==> config.mk <==
export PLATFORM = sky130hd
export DESIGN_NAME = hnorm_queue
export DESIGN_NICKNAME = d
export VERILOG_FILES = /design/src/rtl/hnorm_pkg.sv /design/src/rtl/hnorm_queue.sv
export SDC_FILE = /design/constraint.sdc
export NUM_CORES = 1
export LEC_CHECK = 0
export BUFFER_PORTS_ARGS = -buffer_cell sky130_fd_sc_hd__buf_2
export CELL_PAD_IN_SITES_DETAIL_PLACEMENT = 1
export CELL_PAD_IN_SITES_GLOBAL_PLACEMENT = 1
export CORE_ASPECT_RATIO = 0.9
export CORE_MARGIN = 3
export CORE_UTILIZATION = 40
export DETAILED_ROUTE_END_ITERATION = 6
export GPL_TIMING_DRIVEN = 0
export MAX_ROUTING_LAYER = met4
export PLACE_DENSITY = 0.65
export SYNTH_ARGS = -nofsm -noshare
export SYNTH_HDL_FRONTEND = slang
export SYNTH_SLANG_ARGS = --single-unit
==> constraint.sdc <==
create_clock -name clk_i -period 2.8 [get_ports clk_i]
set_input_delay 0.28 -clock clk_i [delete_from_list [all_inputs] [get_ports clk_i]]
set_output_delay 0.28 -clock clk_i [all_outputs]
set_load 0.1 [all_outputs]
==> src/rtl/hnorm_pkg.sv <==
// Shared types and constants for the heightmap normal generator.
// No dependencies; imported by every module of the block.
package hnorm_pkg;

  localparam int CoordW     = 12;
  localparam int QueueDepth = 4;
  localparam int LenW       = 34;
  localparam int QuoW       = 29;
  localparam int MagW       = 15;
  localparam int DivSteps   = 29;
  localparam int SqrtTop    = 14;

  typedef enum logic [2:0] {
    RegWidth = 3'd0,
    RegRows  = 3'd1,
    RegScale = 3'd2,
    RegStepU = 3'd3,
    RegStepV = 3'd4
  } reg_e;

  typedef struct packed {
    logic [9:0]  image_width;
    logic [9:0]  image_rows;
    logic [15:0] height_scale;
    logic [19:0] tex_step_u;
    logic [19:0] tex_step_v;
  } cfg_t;

  typedef struct packed {
    logic [CoordW-1:0] col;
    logic [CoordW-1:0] row;
    logic [7:0]        centre;
    logic [7:0]        left;
    logic [7:0]        right;
    logic [7:0]        prev;
    logic [7:0]        next;
    logic              last;
  } vert_t;

  typedef struct packed {
    logic full;
    logic empty;
  } q_stat_t;

endpackage

==> src/rtl/hnorm_queue.sv <==
// Short descriptor queue between the front and back ends.
// Depends on hnorm_pkg for the descriptor type and depth.
module hnorm_queue import hnorm_pkg::*; (
  input  logic    clk_i,
  input  logic    rst_ni,
  input  logic    push_valid_i,
  input  vert_t   push_data_i,
  output logic    push_ready_o,
  output logic    pop_valid_o,
  output vert_t   pop_data_o,
  input  logic    pop_ready_i,
  output q_stat_t stat_o
);

  localparam int PW = $clog2(QueueDepth);

  vert_t        buf_q [QueueDepth];
  logic [PW-1:0] wp_q, rp_q;
  logic [PW:0]   cnt_q;
  logic          push, pop;

  assign stat_o.full  = (cnt_q == (PW+1)'(QueueDepth));
  assign stat_o.empty = (cnt_q == '0);
  assign push_ready_o = !stat_o.full;
  assign pop_valid_o  = !stat_o.empty;
  assign pop_data_o   = buf_q[rp_q];
  assign push         = push_valid_i && push_ready_o;
  assign pop          = pop_valid_o && pop_ready_i;

  always_ff @(posedge clk_i or negedge rst_ni) begin
    if (!rst_ni) begin
      wp_q  <= '0;
      rp_q  <= '0;
      cnt_q <= '0;
    end else begin
      if (push) begin
        wp_q <= wp_q + PW'(1);
      end
      if (pop) begin
        rp_q <= rp_q + PW'(1);
      end
      cnt_q <= cnt_q + (PW+1)'(push) - (PW+1)'(pop);
    end
  end

  always_ff @(posedge clk_i) begin
    if (push) begin
      buf_q[wp_q] <= push_data_i;
    end
  end

endmodule

==> summary.md, run 1 <==
| Metric | Value |
|---|---|
| CTS tree | built |
| Via count of the first global-routing pass | about 5,400 |
| Total standard cell area after synthesis | approximately 0.0099 mm² |
| CP max-delay cell | clkbuf_1 |
| Largest net degree at the start of global routing | 46 |
| Reg-to-reg endpoint | cnt_q[2] |
| Final setup violation count | 0 |
| Area growth syn-to-layout | 27.43% |
| # hold bufs at CTS | 66 |
| Max cap viols | 0 |
| Die area | around 0.027 mm² |
| Final slew viol count | 0 |
| Initial Util | between 40% and 50% |
| Setup crit start kind | register |
| HPWL after DPL | 12.26 mm |
| Final cycle utilization of the critical path | about 91% |
| Path type of the worst setup path | register to primary output |
| FP Rows | 53 |
| Endpoints failing hold | 0 |
| Count of yosys warnings during synthesis | 0 |
| Top FF cell, synth | edfxtp_1 |
| Reg-to-reg critical path startpoint | cnt_q[1] |
| Sinks on the clock net | about 270 |
| Critical Path, Cell by Cell | clkbuf_1, mux4_2, buf_2 |
| Top cells by area, synth | edfxtp_1 (79%), mux4_2 (15%), dfrtp_1 (1.8%) |
| Sum of overflow across all layers after global routing | 0 |
| Register cell area after layout | ~0.0080 mm² |
| Drc violations | 0 |
| Overall die height | between 150 and 200 µm |
| GR Util All Layers | 15.55% |
| Via-per-instance ratio | approximately 5 |
| Relative slew margins | 49.84% |
| Reg2Reg Depth | 8 |
| Critical path capture point type | primary output |
| Commonest non-fill, non-tap cell in the layout | edfxtp_1 |
| Yosys reg bits | between 200 and 300 |
| Post-CTS setup buffers | 0 |
| Worst path arrival time | 2.27 ns |
| Total inserted antenna cells | 0 |
| Total CTS buffers | 28 |
| Syn avg cell area | about 26 µm² |
| Clock tree buffer depth | 3 |
| Final-layout setup total negative slack | 0 ns |
| RSZ-0062 raised after global routing | no |
| Number of top-level design ports | 138 |
| Number of synthesized flops with an enable pin | between 200 and 300 |
| Post-synthesis cell count | 384 |
| Net count, final | about 700 |
| Most frequent cells in the layout | edfxtp_1 (260), buf_2 (142), dlygate4sd3_1 (66) |
| Maximum single-stage delay on the critical path | slightly below 0.6 ns |
| Clock input transition at the sequential cells of the worst setup and hold paths | 0.06 ns |
| Violation count after the first detailed-routing iteration | 268 |
| Distinct cell type count after synthesis | 22 |
| Width of the die | between 150 and 200 µm |
| Worst skew pair latency | between 0.5 and 0.6 ns |
| Antenna violations before repair | 0 |
| Post-CTS sizing | 0 |
| Remaining antenna violation count after routing | 0 |
| Share of flip-flops with an asynchronous set or reset | 2.622% |
| CTS H-tree lvls | 1 |
| Post-detailed-route wirelength per cell | ~21 µm |
| Placeable core region | between 0.02 and 0.025 mm² |
| Critical-path maximum fanout | 10 |
| Sequential-to-total area share from yosys stat | 80.82% |
| Worst Clk Skew | between 0.015 and 0.02 ns |
| Cell accounting for the most synthesized area | edfxtp_1 |
| Proportion of netlist area held by the largest area contributor | between 70% and 80% |
| Time the final worst path needs with I/O delays and setup | 2.552 ns |
| Detailed Route WL | ~20 mm |
| Min-Delay Path Class | input port to asynchronous set/reset pin |
| Net count after synthesis | 460 |
| CTS root buffer | clkbuf_16 |
| Area of the multi-input gates | about 0.0017 mm² |
| Share of post-route cells with drive strength above 1 | about two fifths |
| Crit path required time | around 2.5 ns |
| Fmax achieved | ~390 MHz |
| Total iterations of the first detailed-routing run | 4 |
| Count of input and output buffers | about 140 |
| R2R setup slack | between 0.4 and 0.5 ns |
| First-pass GRT wire length | roughly 30 mm |
| Result of the run | completed |
| Worst-Margin Slew | between 0.7 and 0.8 ns |
| Via count | roughly 4,800 |
| RePlAce Congestion | 0.7275 |
| Fill cells | ~2,100 |
==> state kept, by name, summed over array words and instances, names as in the netlist <==
name and flops:
wp_q 2, cnt_q 3, rp_q 2, buf_q 260
==> worst max path at each step <==
stage                   from        endpoint  cells past startpoint
global route         rp_q[1]  pop_data_o[15]                      4
detailed placement  cnt_q[1]        cnt_q[2]                      8
finish               rp_q[1]  pop_data_o[62]                      3
floorplan           cnt_q[1]        cnt_q[2]                      9
global placement    cnt_q[2]    buf_q[3][37]                      3
CTS                  rp_q[1]  pop_data_o[62]                      3
==> final cells by class <==
class	instances	area share [%]
Buffer	16	1.203
Clock inverter	12	0.4474
Multi-Input combinational cell	93	13.78
Tap cell	302	3.002
Clock buffer	40	6.333
Sequential cell	267	63.43
Inverter	8	0.2386
Timing Repair Buffer	207	11.57
==> critical path, delay by kind of cell, from the launching register on <==
kind,cells,cell delay (ns)
flops,1,0.36
buf+inv,2,1.01
mux,1,0.37
==> synth_stat cells, types with 3 or more instances <==
cell and number:
dfrtp_1 7, buf_12 4, mux4_2 65, clkbuf_1 3
buf_2 5, edfxtp_1 260, and3_1 4, xnor2_1 3
inv_1 8, buf_4 3, ha_1 6, nand2b_1 3
==> layer usage <==
layer	up-vias	wire (µm)	track usage (%)	part of all wire [%]
met5	-	0	-	0
met4	0	438	3.870	2.2
met3	42	1092	3.201	5.4
met2	134	10060	25.82	50
met1	2488	8463	19.82	42
li1	2117	-	-	-
==> cell families (layout without fill, tap and decap cells) <==
kind of cell	count (synthesis)	in the layout	synth area share, %
adder cells (fa/ha/maj)	7	7	0.9627
flip-flops	267	267	80.82
AO/OA/AOI/OAI	4	4	0.3167
XOR/XNOR	4	4	0.3548
buffers and inverters	24	283	1.824
multiplexers	65	65	14.82
AND/OR/NAND/NOR	13	13	0.8995
==> stage by stage <==
stage / instance area [µm²] / instances / setup WS, ns / hold slack, ns / utilization, %
6_report: 12590 / 945 / 0.2481 / 0.1178 / 52.87
2_1_floorplan: 9883 / 384 / 0.3318 / -0.01559 / -
4_1_cts: 12590 / 945 / 0.2132 / 0.08905 / 52.87
5_1_grt: 12590 / 945 / 0.1326 / 0.1073 / 52.87
3_3_place_gp: 10950 / 823 / 0.03164 / 0.1241 / 45.98
3_5_place_dp: 11070 / 827 / 0.4624 / 0.1354 / 46.51
Power of run 1 is left out: the tool's default activity adds up to more than one toggle a clock period on the data nets, which glitch-free logic cannot reach.
==> run 2, diff against run 1 <==
--- a/config.mk
+++ b/config.mk
@@ -5,16 +5,18 @@
 export SDC_FILE = /design/constraint.sdc
 export NUM_CORES = 1
 export LEC_CHECK = 0
+export ABC_CLOCK_PERIOD_IN_PS = 2800
 export BUFFER_PORTS_ARGS = -buffer_cell sky130_fd_sc_hd__buf_2
 export CELL_PAD_IN_SITES_DETAIL_PLACEMENT = 1
 export CELL_PAD_IN_SITES_GLOBAL_PLACEMENT = 1
 export CORE_ASPECT_RATIO = 0.9
 export CORE_MARGIN = 3
 export CORE_UTILIZATION = 40
+export CTS_CLUSTER_DIAMETER = 80
 export DETAILED_ROUTE_END_ITERATION = 6
 export GPL_TIMING_DRIVEN = 0
 export MAX_ROUTING_LAYER = met4
-export PLACE_DENSITY = 0.65
+export PLACE_DENSITY = 0.72
 export SYNTH_ARGS = -nofsm -noshare
 export SYNTH_HDL_FRONTEND = slang
 export SYNTH_SLANG_ARGS = --single-unit
==> run 2 against run 1 <==
Effect of this change: non-clock buffer count did not move; critical path depth did not move; fmax rose by 1.7%; critical path type unchanged; hold slack got worse by 0.034 ns; design area did not move; register-to-register slack improved by 0.02 ns.
==> summary.md, run 2 (same netlist as run 1, synthesis figures left out) <==
| Metric | Value |
|---|---|
| Result of the run | completed |
| Max cap viols | 0 |
| Final setup violation count | 0 |
| FP Rows | 53 |
| Final cycle utilization of the critical path | around nine tenths |
| HPWL after DPL | ~12 mm |
| Worst skew pair latency | ~0.52 ns |
| Reg2Reg Depth | 9 |
| Via count of the first global-routing pass | 5,464 |
| Top Family by Delay on Critical Path | buffers and inverters |
| Reg-to-reg endpoint | cnt_q[2] |
| Critical hold path startpoint | pop_ready_i |
| Drc violations | 0 |
| Fmax achieved | around 400 MHz |
| Sum of overflow across all layers after global routing | 0 |
| R2R setup slack | 0.46 ns |
| Post-CTS sizing | 0 |
| Net count, final | 697 |
| Final cell utilization of the core | between 50 and 60% |
| Via-per-instance ratio | 4.956 |
| Post-detailed-route wirelength per cell | between 20 and 25 µm |
| GR Util All Layers | between 10% and 20% |
| Path type of the worst setup path | register to primary output |
| Final-layout setup total negative slack | 0 ns |
| Die area | roughly 0.027 mm² |
| Worst-Margin Slew | a little over 0.7 ns |
| Max FFs per register | between 200 and 300 |
| Initial Util | between 40% and 50% |
| Antenna violations before repair | 1 |
| Register ranked first by flip-flop count | buf_q |
| CP max-delay cell | clkbuf_1 |
| Endpoints failing hold | 0 |
| Largest net degree at the start of global routing | 36 |
| Final slew viol count | 0 |
| Clock tree buffer depth | 3 |
| Total iterations of the first detailed-routing run | 4 |
| CTS tree | built |
| First-pass GRT wire length | just over 30 mm |
| CTS root buffer | clkbuf_16 |
| Crit path required time | roughly 2.5 ns |
| Sinks on the clock net | between 200 and 300 |
| Time the final worst path needs with I/O delays and setup | between 2 and 3 ns |
| Critical-path maximum fanout | 10 |
| Count of input and output buffers | 137 |
| Post-CTS setup buffers | 0 |
| Critical path capture point type | primary output |
| Overall die height | ~160 µm |
| Total buffers and inverters traversed by the critical path | 2 |
| Commonest non-fill, non-tap cell in the layout | edfxtp_1 |
| Worst Hold Path EP | rp_q[0] |
| Registers with the most flip-flops | buf_q x260, cnt_q x3 |
| Total CTS buffers | 28 |
| Share of post-route cells with drive strength above 1 | 40.90% |
| Worst path arrival time | between 2 and 2.5 ns |
| # hold bufs at CTS | 66 |
| Worst Clk Skew | 0.01538 ns |
| Remaining antenna violation count after routing | 0 |
| Clock input transition at the sequential cells of the worst setup and hold paths | about 0.06 ns |
| Via count | ~4,700 |
| RSZ-0062 raised after global routing | no |
| Width of the die | between 150 and 200 µm |
| Maximum single-stage delay on the critical path | ~0.55 ns |
| Reg-to-reg critical path startpoint | cnt_q[1] |
| Critical Path, Cell by Cell | clkbuf_1, mux4_2, buf_2 |
| Violation count after the first detailed-routing iteration | around 330 |
| Detailed Route WL | between 20 and 25 mm |
| Min-Delay Path Class | input port to register |
| Placeable core region | 0.02381 mm² |
| Minimum hold slack | roughly 0.084 ns |
| Most frequent cells in the layout | edfxtp_1 (260), buf_2 (142), dlygate4sd3_1 (66) |
| RePlAce Congestion | between 0.6 and 0.7 |
| WHS Path Cells | 3 |
| Fill cells | ~2,100 |
| Relative slew margins | 52.56% |
| CTS H-tree lvls | 1 |
| Setup crit start kind | register |
| Area growth syn-to-layout | 27.43% |
| Number of top-level design ports | about 140 |
-- run 2: cell count changes in the layout (fill, tap and decap cells not counted), moves of 2 or more --
cell,delta
buf_12,+4
buf_16,-4
bufinv_16,+2
clkbuf_1,-2
clkbuf_8,-3
-- run 2: cell type report --
class | instances | area, µm² | share of cell area, %
Inverter | 8 | 30.03 | 0.2386
Clock inverter | 17 | 132.6 | 1.054
Buffer | 16 | 151.4 | 1.203
Tap cell | 302 | 377.9 | 3.002
Sequential cell | 267 | 7983 | 63.43
Timing Repair Buffer | 207 | 1426 | 11.33
Clock buffer | 35 | 748.2 | 5.945
Multi-Input combinational cell | 93 | 1734 | 13.78
Antenna cell | 1 | 2.502 | 0.01988
-- run 2: worst max-delay path by stage --
stage             start             end  slack (ns)  cells after the start
2_1_floorplan  cnt_q[1]        cnt_q[2]        0.33                      9
3_3_place_gp   cnt_q[2]    buf_q[2][42]        0.13                      3
3_5_place_dp   cnt_q[1]        cnt_q[2]        0.49                      9
4_1_cts         rp_q[1]  pop_data_o[45]        0.22                      4
5_1_grt         rp_q[1]  pop_data_o[15]        0.15                      4
6_report        rp_q[1]  pop_data_o[62]        0.29                      3
-- run 2: metal layers --
| layer | wire [µm] | GRT usage, % | part of all wire (%) |
|---|---|---|---|
| met1 | 8035 | 18.85 | 40 |
| met2 | 10590 | 26.97 | 53 |
| met3 | 1084 | 3.354 | 5.4 |
| met4 | 346 | 3.218 | 1.7 |
| met5 | 0 | - | 0 |
-- run 2: through the flow --
| stage | std cells | setup WS, ns | area [µm²] |
|---|---|---|---|
| after detailed placement | 827 | 0.4914 | 11040 |
| after global routing | 946 | 0.1469 | 12590 |
| after global placement | 823 | 0.1311 | 10950 |
| after CTS | 945 | 0.2168 | 12580 |
| final | 946 | 0.2908 | 12590 |
| after floorplan | 384 | 0.3318 | 9883 |
-- run 2: worst min-delay path: stages --
cell and delay (ns):
buf_2 0.12, o31ai_1 0.09, xnor2_1 0.07
Power of run 2 is left out for the same reason.
