`config.mk`:
```
export PLATFORM = sky130hd
export DESIGN_NAME = hnorm_back
export DESIGN_NICKNAME = d
export VERILOG_FILES = /design/src/rtl/hnorm_pkg.sv /design/src/rtl/hnorm_back.sv
export SDC_FILE = /design/constraint.sdc
export NUM_CORES = 2
export LEC_CHECK = 0
export BUFFER_PORTS_ARGS = -buffer_cell sky130_fd_sc_hd__buf_2
export CORE_ASPECT_RATIO = 1.5
export CORE_MARGIN = 2
export CORE_UTILIZATION = 30
export CTS_CLUSTER_SIZE = 14
export DETAILED_ROUTE_END_ITERATION = 8
export PLACE_DENSITY = 0.42
export SYNTH_ARGS = -nofsm -noshare
export SYNTH_HDL_FRONTEND = slang
export SYNTH_SLANG_ARGS = --single-unit
```
`constraint.sdc`:
```
create_clock -name clk_i -period 30.6 [get_ports clk_i]
set_input_delay 6.12 -clock clk_i [delete_from_list [all_inputs] [get_ports clk_i]]
set_output_delay 6.12 -clock clk_i [all_outputs]
set_load 0.01 [all_outputs]
```
`src/rtl/hnorm_pkg.sv`:
```
// Shared types and constants for the heightmap normal generator.
// No dependencies; imported by every module of the block.
package hnorm_pkg;

  localparam int CoordW     = 12;
  localparam int QueueDepth = 4;
  localparam int LenW       = 34;
  localparam int QuoW       = 29;
  localparam int MagW       = 15;
  localparam int DivSteps   = 29;
  localparam int SqrtTop    = 14;

  typedef enum logic [2:0] {
    RegWidth = 3'd0,
    RegRows  = 3'd1,
    RegScale = 3'd2,
    RegStepU = 3'd3,
    RegStepV = 3'd4
  } reg_e;

  typedef struct packed {
    logic [9:0]  image_width;
    logic [9:0]  image_rows;
    logic [15:0] height_scale;
    logic [19:0] tex_step_u;
    logic [19:0] tex_step_v;
  } cfg_t;

  typedef struct packed {
    logic [CoordW-1:0] col;
    logic [CoordW-1:0] row;
    logic [7:0]        centre;
    logic [7:0]        left;
    logic [7:0]        right;
    logic [7:0]        prev;
    logic [7:0]        next;
    logic              last;
  } vert_t;

  typedef struct packed {
    logic full;
    logic empty;
  } q_stat_t;

endpackage

```
`src/rtl/hnorm_back.sv`:
```
// Back end: heights, texture coordinates and the unit normal of one vertex,
// through a shared divide and square-root unit. Depends on hnorm_pkg.
module hnorm_back import hnorm_pkg::*; (
  input  logic        clk_i,
  input  logic        rst_ni,
  input  cfg_t        cfg_i,
  input  logic        pop_valid_i,
  input  vert_t       pop_data_i,
  output logic        pop_ready_o,
  output logic        out_valid_o,
  input  logic        out_ready_i,
  output logic [8:0]  col_o,
  output logic [8:0]  row_o,
  output logic [15:0] height_y_o,
  output logic [15:0] normal_x_o,
  output logic [14:0] normal_y_o,
  output logic [15:0] normal_z_o,
  output logic [15:0] tex_u_o,
  output logic [15:0] tex_v_o,
  output logic        last_o
);

  typedef enum logic [11:0] {
    B_IDLE = 12'b0000_0000_0001,
    B_HQ   = 12'b0000_0000_0010,
    B_TEXU = 12'b0000_0000_0100,
    B_TEXV = 12'b0000_0000_1000,
    B_DIFF = 12'b0000_0001_0000,
    B_SQX  = 12'b0000_0010_0000,
    B_SQZ  = 12'b0000_0100_0000,
    B_LEN  = 12'b0000_1000_0000,
    B_DIVI = 12'b0001_0000_0000,
    B_DIV  = 12'b0010_0000_0000,
    B_SQRT = 12'b0100_0000_0000,
    B_OUT  = 12'b1000_0000_0000
  } bstate_e;

  bstate_e state_q;

  vert_t            v_q;
  logic [2:0]       k_q;
  logic [15:0]      hq_q [5];
  logic [15:0]      tu_q, tv_q;
  logic             negx_q, negz_q;
  logic [15:0]      adx_q, adz_q;
  logic [31:0]      sqx_q, sqz_q;
  logic [LenW-1:0]  len_q, rem_q;
  logic [QuoW-1:0]  dd_q, quo_q;
  logic [MagW-1:0]  res_q;
  logic [MagW-1:0]  mag_q [3];
  logic [1:0]       j_q;
  logic [4:0]       cnt_q;
  logic             out_valid_q;

  logic [7:0]      hpix;
  logic [23:0]     hprod;
  logic [15:0]     hval;
  logic [16:0]     dx, dz;
  logic [31:0]     tprod;
  logic [23:0]     tshift;
  logic [31:0]     sq_sel;
  logic [LenW:0]   trial;
  logic [MagW-1:0] cand;
  logic [2*MagW-1:0] cand_sq;
  logic            load;

  function automatic logic [15:0] div255(logic [23:0] x);
    logic [31:0] t;
    logic [15:0] q0;
    logic [23:0] rm;
    t  = ({8'd0, x} << 8) + {8'd0, x};
    q0 = t[31:16];
    rm = x - (({8'd0, q0} << 8) - {8'd0, q0});
    if (rm >= 24'd510) begin
      return q0 + 16'd2;
    end else if (rm >= 24'd255) begin
      return q0 + 16'd1;
    end
    return q0;
  endfunction

  always_comb begin
    case (k_q)
      3'd0:    hpix = v_q.centre;
      3'd1:    hpix = v_q.left;
      3'd2:    hpix = v_q.right;
      3'd3:    hpix = v_q.prev;
      default: hpix = v_q.next;
    endcase
  end

  assign hprod  = {16'd0, hpix} * {8'd0, cfg_i.height_scale};
  assign hval   = div255(hprod);
  assign dx     = {1'b0, hq_q[1]} - {1'b0, hq_q[2]};
  assign dz     = {1'b0, hq_q[3]} - {1'b0, hq_q[4]};
  assign tprod  = (state_q == B_TEXU) ? {20'd0, v_q.col} * {12'd0, cfg_i.tex_step_u}
                                      : {20'd0, v_q.row} * {12'd0, cfg_i.tex_step_v};
  assign tshift = tprod[31:8];

  always_comb begin
    case (j_q)
      2'd0:    sq_sel = sqx_q;
      2'd1:    sq_sel = 32'd262144;
      default: sq_sel = sqz_q;
    endcase
  end

  assign trial   = {rem_q, dd_q[QuoW-1]};
  assign cand    = res_q | (MagW'(1) << cnt_q[3:0]);
  assign cand_sq = cand * cand;

  assign pop_ready_o = (state_q == B_IDLE);
  assign load        = (state_q == B_OUT) && (!out_valid_q || out_ready_i);
  assign out_valid_o = out_valid_q;

  always_ff @(posedge clk_i or negedge rst_ni) begin
    if (!rst_ni) begin
      state_q     <= B_IDLE;
      out_valid_q <= 1'b0;
      k_q         <= '0;
      j_q         <= '0;
      cnt_q       <= '0;
    end else begin
      if (out_valid_q && out_ready_i) begin
        out_valid_q <= 1'b0;
      end
      if (load) begin
        out_valid_q <= 1'b1;
      end
      unique case (state_q)
        B_IDLE: begin
          if (pop_valid_i) begin
            k_q     <= '0;
            state_q <= B_HQ;
          end
        end
        B_HQ: begin
          k_q <= k_q + 3'd1;
          if (k_q == 3'd4) begin
            state_q <= B_TEXU;
          end
        end
        B_TEXU: state_q <= B_TEXV;
        B_TEXV: state_q <= B_DIFF;
        B_DIFF: state_q <= B_SQX;
        B_SQX:  state_q <= B_SQZ;
        B_SQZ:  state_q <= B_LEN;
        B_LEN: begin
          j_q     <= '0;
          state_q <= B_DIVI;
        end
        B_DIVI: begin
          cnt_q   <= '0;
          state_q <= B_DIV;
        end
        B_DIV: begin
          if (cnt_q == 5'(DivSteps - 1)) begin
            cnt_q   <= 5'(SqrtTop);
            state_q <= B_SQRT;
          end else begin
            cnt_q <= cnt_q + 5'd1;
          end
        end
        B_SQRT: begin
          if (cnt_q == 5'd0) begin
            if (j_q == 2'd2) begin
              state_q <= B_OUT;
            end else begin
              j_q     <= j_q + 2'd1;
              state_q <= B_DIVI;
            end
          end else begin
            cnt_q <= cnt_q - 5'd1;
          end
        end
        B_OUT: begin
          if (load) begin
            state_q <= B_IDLE;
          end
        end
        default: state_q <= B_IDLE;
      endcase
    end
  end

  always_ff @(posedge clk_i) begin
    if ((state_q == B_IDLE) && pop_valid_i) begin
      v_q <= pop_data_i;
    end
    if (state_q == B_HQ) begin
      hq_q[k_q] <= hval;
    end
    if (state_q == B_TEXU) begin
      tu_q <= (tshift > 24'd65535) ? 16'hFFFF : tshift[15:0];
    end
    if (state_q == B_TEXV) begin
      tv_q <= (tshift > 24'd65535) ? 16'hFFFF : tshift[15:0];
    end
    if (state_q == B_DIFF) begin
      negx_q <= dx[16];
      negz_q <= dz[16];
      adx_q  <= dx[16] ? 16'(-dx) : dx[15:0];
      adz_q  <= dz[16] ? 16'(-dz) : dz[15:0];
    end
    if (state_q == B_SQX) begin
      sqx_q <= adx_q * adx_q;
    end
    if (state_q == B_SQZ) begin
      sqz_q <= adz_q * adz_q;
    end
    if (state_q == B_LEN) begin
      len_q <= LenW'(sqx_q) + LenW'(sqz_q) + LenW'(262144);
    end
    if (state_q == B_DIVI) begin
      rem_q <= LenW'(sq_sel >> 1);
      dd_q  <= {sq_sel[0], {(QuoW-1){1'b0}}};
      quo_q <= '0;
      res_q <= '0;
    end
    if (state_q == B_DIV) begin
      dd_q <= dd_q << 1;
      if (trial >= {1'b0, len_q}) begin
        rem_q <= LenW'(trial - {1'b0, len_q});
        quo_q <= {quo_q[QuoW-2:0], 1'b1};
      end else begin
        rem_q <= trial[LenW-1:0];
        quo_q <= {quo_q[QuoW-2:0], 1'b0};
      end
    end
    if (state_q == B_SQRT) begin
      if (cand_sq <= {1'b0, quo_q}) begin
        res_q <= cand;
        if (cnt_q == 5'd0) begin
          mag_q[j_q] <= cand;
        end
      end else if (cnt_q == 5'd0) begin
        mag_q[j_q] <= res_q;
      end
    end
    if (load) begin
      col_o      <= v_q.col[8:0];
      row_o      <= v_q.row[8:0];
      height_y_o <= hq_q[0];
      normal_x_o <= negx_q ? 16'(-{1'b0, mag_q[0]}) : {1'b0, mag_q[0]};
      normal_y_o <= mag_q[1];
      normal_z_o <= negz_q ? 16'(-{1'b0, mag_q[2]}) : {1'b0, mag_q[2]};
      tex_u_o    <= tu_q;
      tex_v_o    <= tv_q;
      last_o     <= v_q.last;
    end
  end

endmodule

```
==> impl_metrics.toml <==
[status]
status = "completed"

[min_path]
timing.hold.worst_endpoint = "normal_y_o[11]"
worst_min_delay_path_class = "flip-flop to flip-flop"
hold_path_cell_cnt = 0
worst_min_path_start = "mag_q[1][11]"

[placed_design]
port-buffer-count = 240
dpl.hpwl_mm = 147.2
place.gp.congestion = 0.8119

[routing]
detail_route.vias_per_cell = 4.685
antenna_left = 0
avgRoutedWirePerCell_um = 18.52
postRouteWirelength_mm = 182.3
via_count = 46120
first_iter_violations = 1741
drc_errors = 0
firstDrtPassIters = 5

[setup_path]
critPathMaxFanout = 8
critical_path.endpoint_type = "flip-flop"
critical_path.most_common_cell = "fa_1"
timing.reg2reg.worst_path_depth = 49
critical-path-max-stage-delay_ns = 0.69
arrival_ns = 18.08
critical_path.reg2reg.endpoint = "hq_q[2][13]"
setup.worst_path.class = "input port to flip-flop"
worst_r2r_startpoint = "k_q[1]"
worst-endpoint-required_ns = 30.94
critPathSlowestCell = "xor2_1"
r2r_slack_ns = 15.82
cp-start-kind = "input port"

[yosys]
ys_warn_count = 0
synth-seq-cells = 568
postSynthNetCount = 8471
avg_inst_size_synth_um2 = 9.974
dominantRegCellSynth = "edfxtp_1"
synthDistinctLibCells = 91
postSynth.asyncResetShare = 0.04049
seq_area_frac_synth = 0.2506
syn_inst = 6719
synth_edf_count = 530
syn_area_um2 = 67020

[grt]
grt_first_pass_wirelength_mm = 287.7
grt_overflow_total = 0
first_global_vias = 51130
grt_start_max_net_pins = 67
antenna_found_initial = 7
grt.total_usage = 0.1633

[clock_tree]
cts_buffer_depth = 3
cts.clk_slew.worst_paths_ns = 0.05
clkLatencyLatePin_ns = 0.69
ctsHtreeMaxLevel = 3
buffer_type_at_the_clock_tree_root = "clkbuf_16"
holdBufCountCts = 0
clock_sinks = 568
tritoncts = "built"
number_of_buffers_added_by_the_clock_tree_synthesis_step = 71
cts_resized = 0
cts_post_setup_buffers_inserted = 0

[floorplanning]
initial_utilization = 0.3015
die_w_um = 389.9
dieArea_um2 = 227300
die_ht_um = 582.9
pin_count = 261
num_rows = 212
core_region_area_um2 = 222300

[sta]
fin_worst_skew_ns = 0.06175
drv_slew = 0
max_freq_mhz = 56.37
finalSetupViolCount = 0
unrepaired_setup_endpoints_after_global_routing = "no"
report.final.hold_viol_count = 0
worst_slew_pin_slew_ns = 1.311
timing.final.crit_period_ns = 17.74
max_slew_margin = 0.1261
hold_ws_ns = 0.4168
finalCritPeriodShare = 0.5797
total_negative_setup_slacks_ns = 0

[cells_and_area]
synthToLayoutAreaGrowth_pct = 10.43
nets = 8649
fill_cells = 23040
fraction_of_final_layout_cells_with_drive_strength_greater_than_1 = 0.06991

[run]
max-cap-violations = 0
## cells in the mapped netlist, drive strengths merged (13+ instances only)
cell / instances / area share
inv: 1314 / 0.074
fa: 918 / 0.27
ha: 689 / 0.13
nand2: 675 / 0.038
edfxtp: 530 / 0.24
nor2: 340 / 0.019
and2: 339 / 0.032
a21oi: 273 / 0.021
xnor2: 223 / 0.029
clkbuf: 188 / 0.011
o21ai: 135 / 0.010
a21o: 108 / 0.012
xor2: 85 / 0.011
nor2b: 71 / 0.0066
nand3: 69 / 0.0052
nor3: 58 / 0.0043
a211oi: 57 / 0.0065
nand2b: 45 / 0.0042
o21a: 45 / 0.0050
nor3b: 39 / 0.0044
and3: 36 / 0.0034
a31oi: 32 / 0.0030
o21bai: 30 / 0.0034
nand4: 29 / 0.0028
or3: 29 / 0.0028
a211o: 27 / 0.0035
nor4: 24 / 0.0022
dfrtp: 22 / 0.0082
o31ai: 21 / 0.0024
or2: 20 / 0.0019
a21boi: 17 / 0.0019
a22o: 17 / 0.0022
dfxtp: 15 / 0.0045
buf: 13 / 0.00084
mux2i: 13 / 0.0019
o41ai: 13 / 0.0018
## through the flow
stage                     utilization  area, um^2  cells  worst slack [ns]
after CTS                      0.3329       74000   9841             12.79
after global routing           0.3329       74000   9842             12.26
final                          0.3329       74010   9844             12.86
after detailed placement       0.3225       71680   9713             12.11
after floorplan                     -       67020   6719             14.45
after global placement         0.3225       71680   9713             12.13
## state kept, by name (all words and copies together), names as in the netlist, 15 cells and up
| signal | cells |
|---|---|
| tex_v_o | 16 |
| tu_q | 16 |
| res_q | 15 |
| normal_y_o | 15 |
| adz_q | 16 |
| quo_q | 29 |
| mag_q | 45 |
| v_q | 65 |
| normal_z_o | 16 |
| len_q | 34 |
| height_y_o | 16 |
| tv_q | 16 |
| adx_q | 16 |
| sqz_q | 31 |
| normal_x_o | 16 |
| sqx_q | 31 |
| tex_u_o | 16 |
| rem_q | 34 |
| hq_q | 80 |
## area by class of cell
class,count,area (um^2),share of cell area
clock inverters,49,513.0,0.006932
multi-input cells,4629,44620,0.6029
flip-flops and latches,568,16790,0.2269
inverters,1321,4960,0.06702
clock buffers,79,1807,0.02441
well taps,2889,3615,0.04884
diodes,3,7.507,0.0001014
repair buffers,306,1697,0.02293
## layout by cell type (no fill, tap or decap), types with 36 or more instances in the layout
cell type,synthesis,layout
fa_1,918,918
nand2_1,675,674
o21a_1,45,45
nor3_1,58,58
nor2b_1,71,69
and2_1,339,339
and3_1,36,36
o21ai_0,120,120
buf_2,6,240
a21o_1,108,107
nor3b_1,39,36
nand3_1,68,68
xnor2_1,223,223
ha_1,689,687
xor2_1,85,85
buf_4,0,66
clkbuf_16,0,71
a21oi_1,272,270
edfxtp_1,530,530
inv_1,1312,1311
a211oi_1,56,56
nand2b_1,45,45
nor2_1,340,339
## worst max-delay path: cells and delay by family
family / cells / cell delay, ns
and+or+nand+nor: 9 / 1.92
adders and majority gates: 9 / 3.86
AOI/OAI and AO/OA: 18 / 4.51
xor gates and xnor gates: 3 / 1.17
buffers and inverters: 5 / 0.46
## worst max-delay path by stage
stage / from / end / slack [ns] / depth (start not counted)
floorplan: cfg_i[43] / hq_q[0][6] / 14.45 / 43
CTS: cfg_i[43] / hq_q[1][12] / 12.79 / 44
global placement: cfg_i[43] / hq_q[0][12] / 12.13 / 44
finish: cfg_i[43] / hq_q[2][13] / 12.86 / 44
global route: cfg_i[43] / hq_q[2][13] / 12.26 / 44
detailed placement: cfg_i[43] / hq_q[0][12] / 12.11 / 44
## metal layers
layer | part of all wire | wire length, um | up-vias | GRT usage
li1 | - | - | 22060 | -
met1 | 0.38 | 68960 | 23240 | 0.1761
met2 | 0.55 | 99440 | 606 | 0.3166
met3 | 0.037 | 6658 | 210 | 0.02449
met4 | 0.040 | 7243 | 6 | 0.06075
met5 | 0.00018 | 32 | - | 0
## kinds of logic (layout without fill, tap and decap cells)
| kind of cell | after synthesis | after routing | synth area share |
|---|---|---|---|
| AO/OA/AOI/OAI | 879 | 879 | 0.08628 |
| XOR/XNOR | 308 | 308 | 0.04025 |
| multiplexers | 21 | 21 | 0.003342 |
| AND/OR/NAND/NOR | 1813 | 1813 | 0.1313 |
| other | 1 | 4 | 0.00005596 |
| flip-flops | 568 | 568 | 0.2506 |
| adder cells (fa/ha/maj) | 1607 | 1607 | 0.4029 |
| buffers and inverters | 1522 | 1755 | 0.08536 |
Power is left out: the tool's default activity adds up to more than one toggle a clock period on the data nets, which glitch-free logic cannot reach.
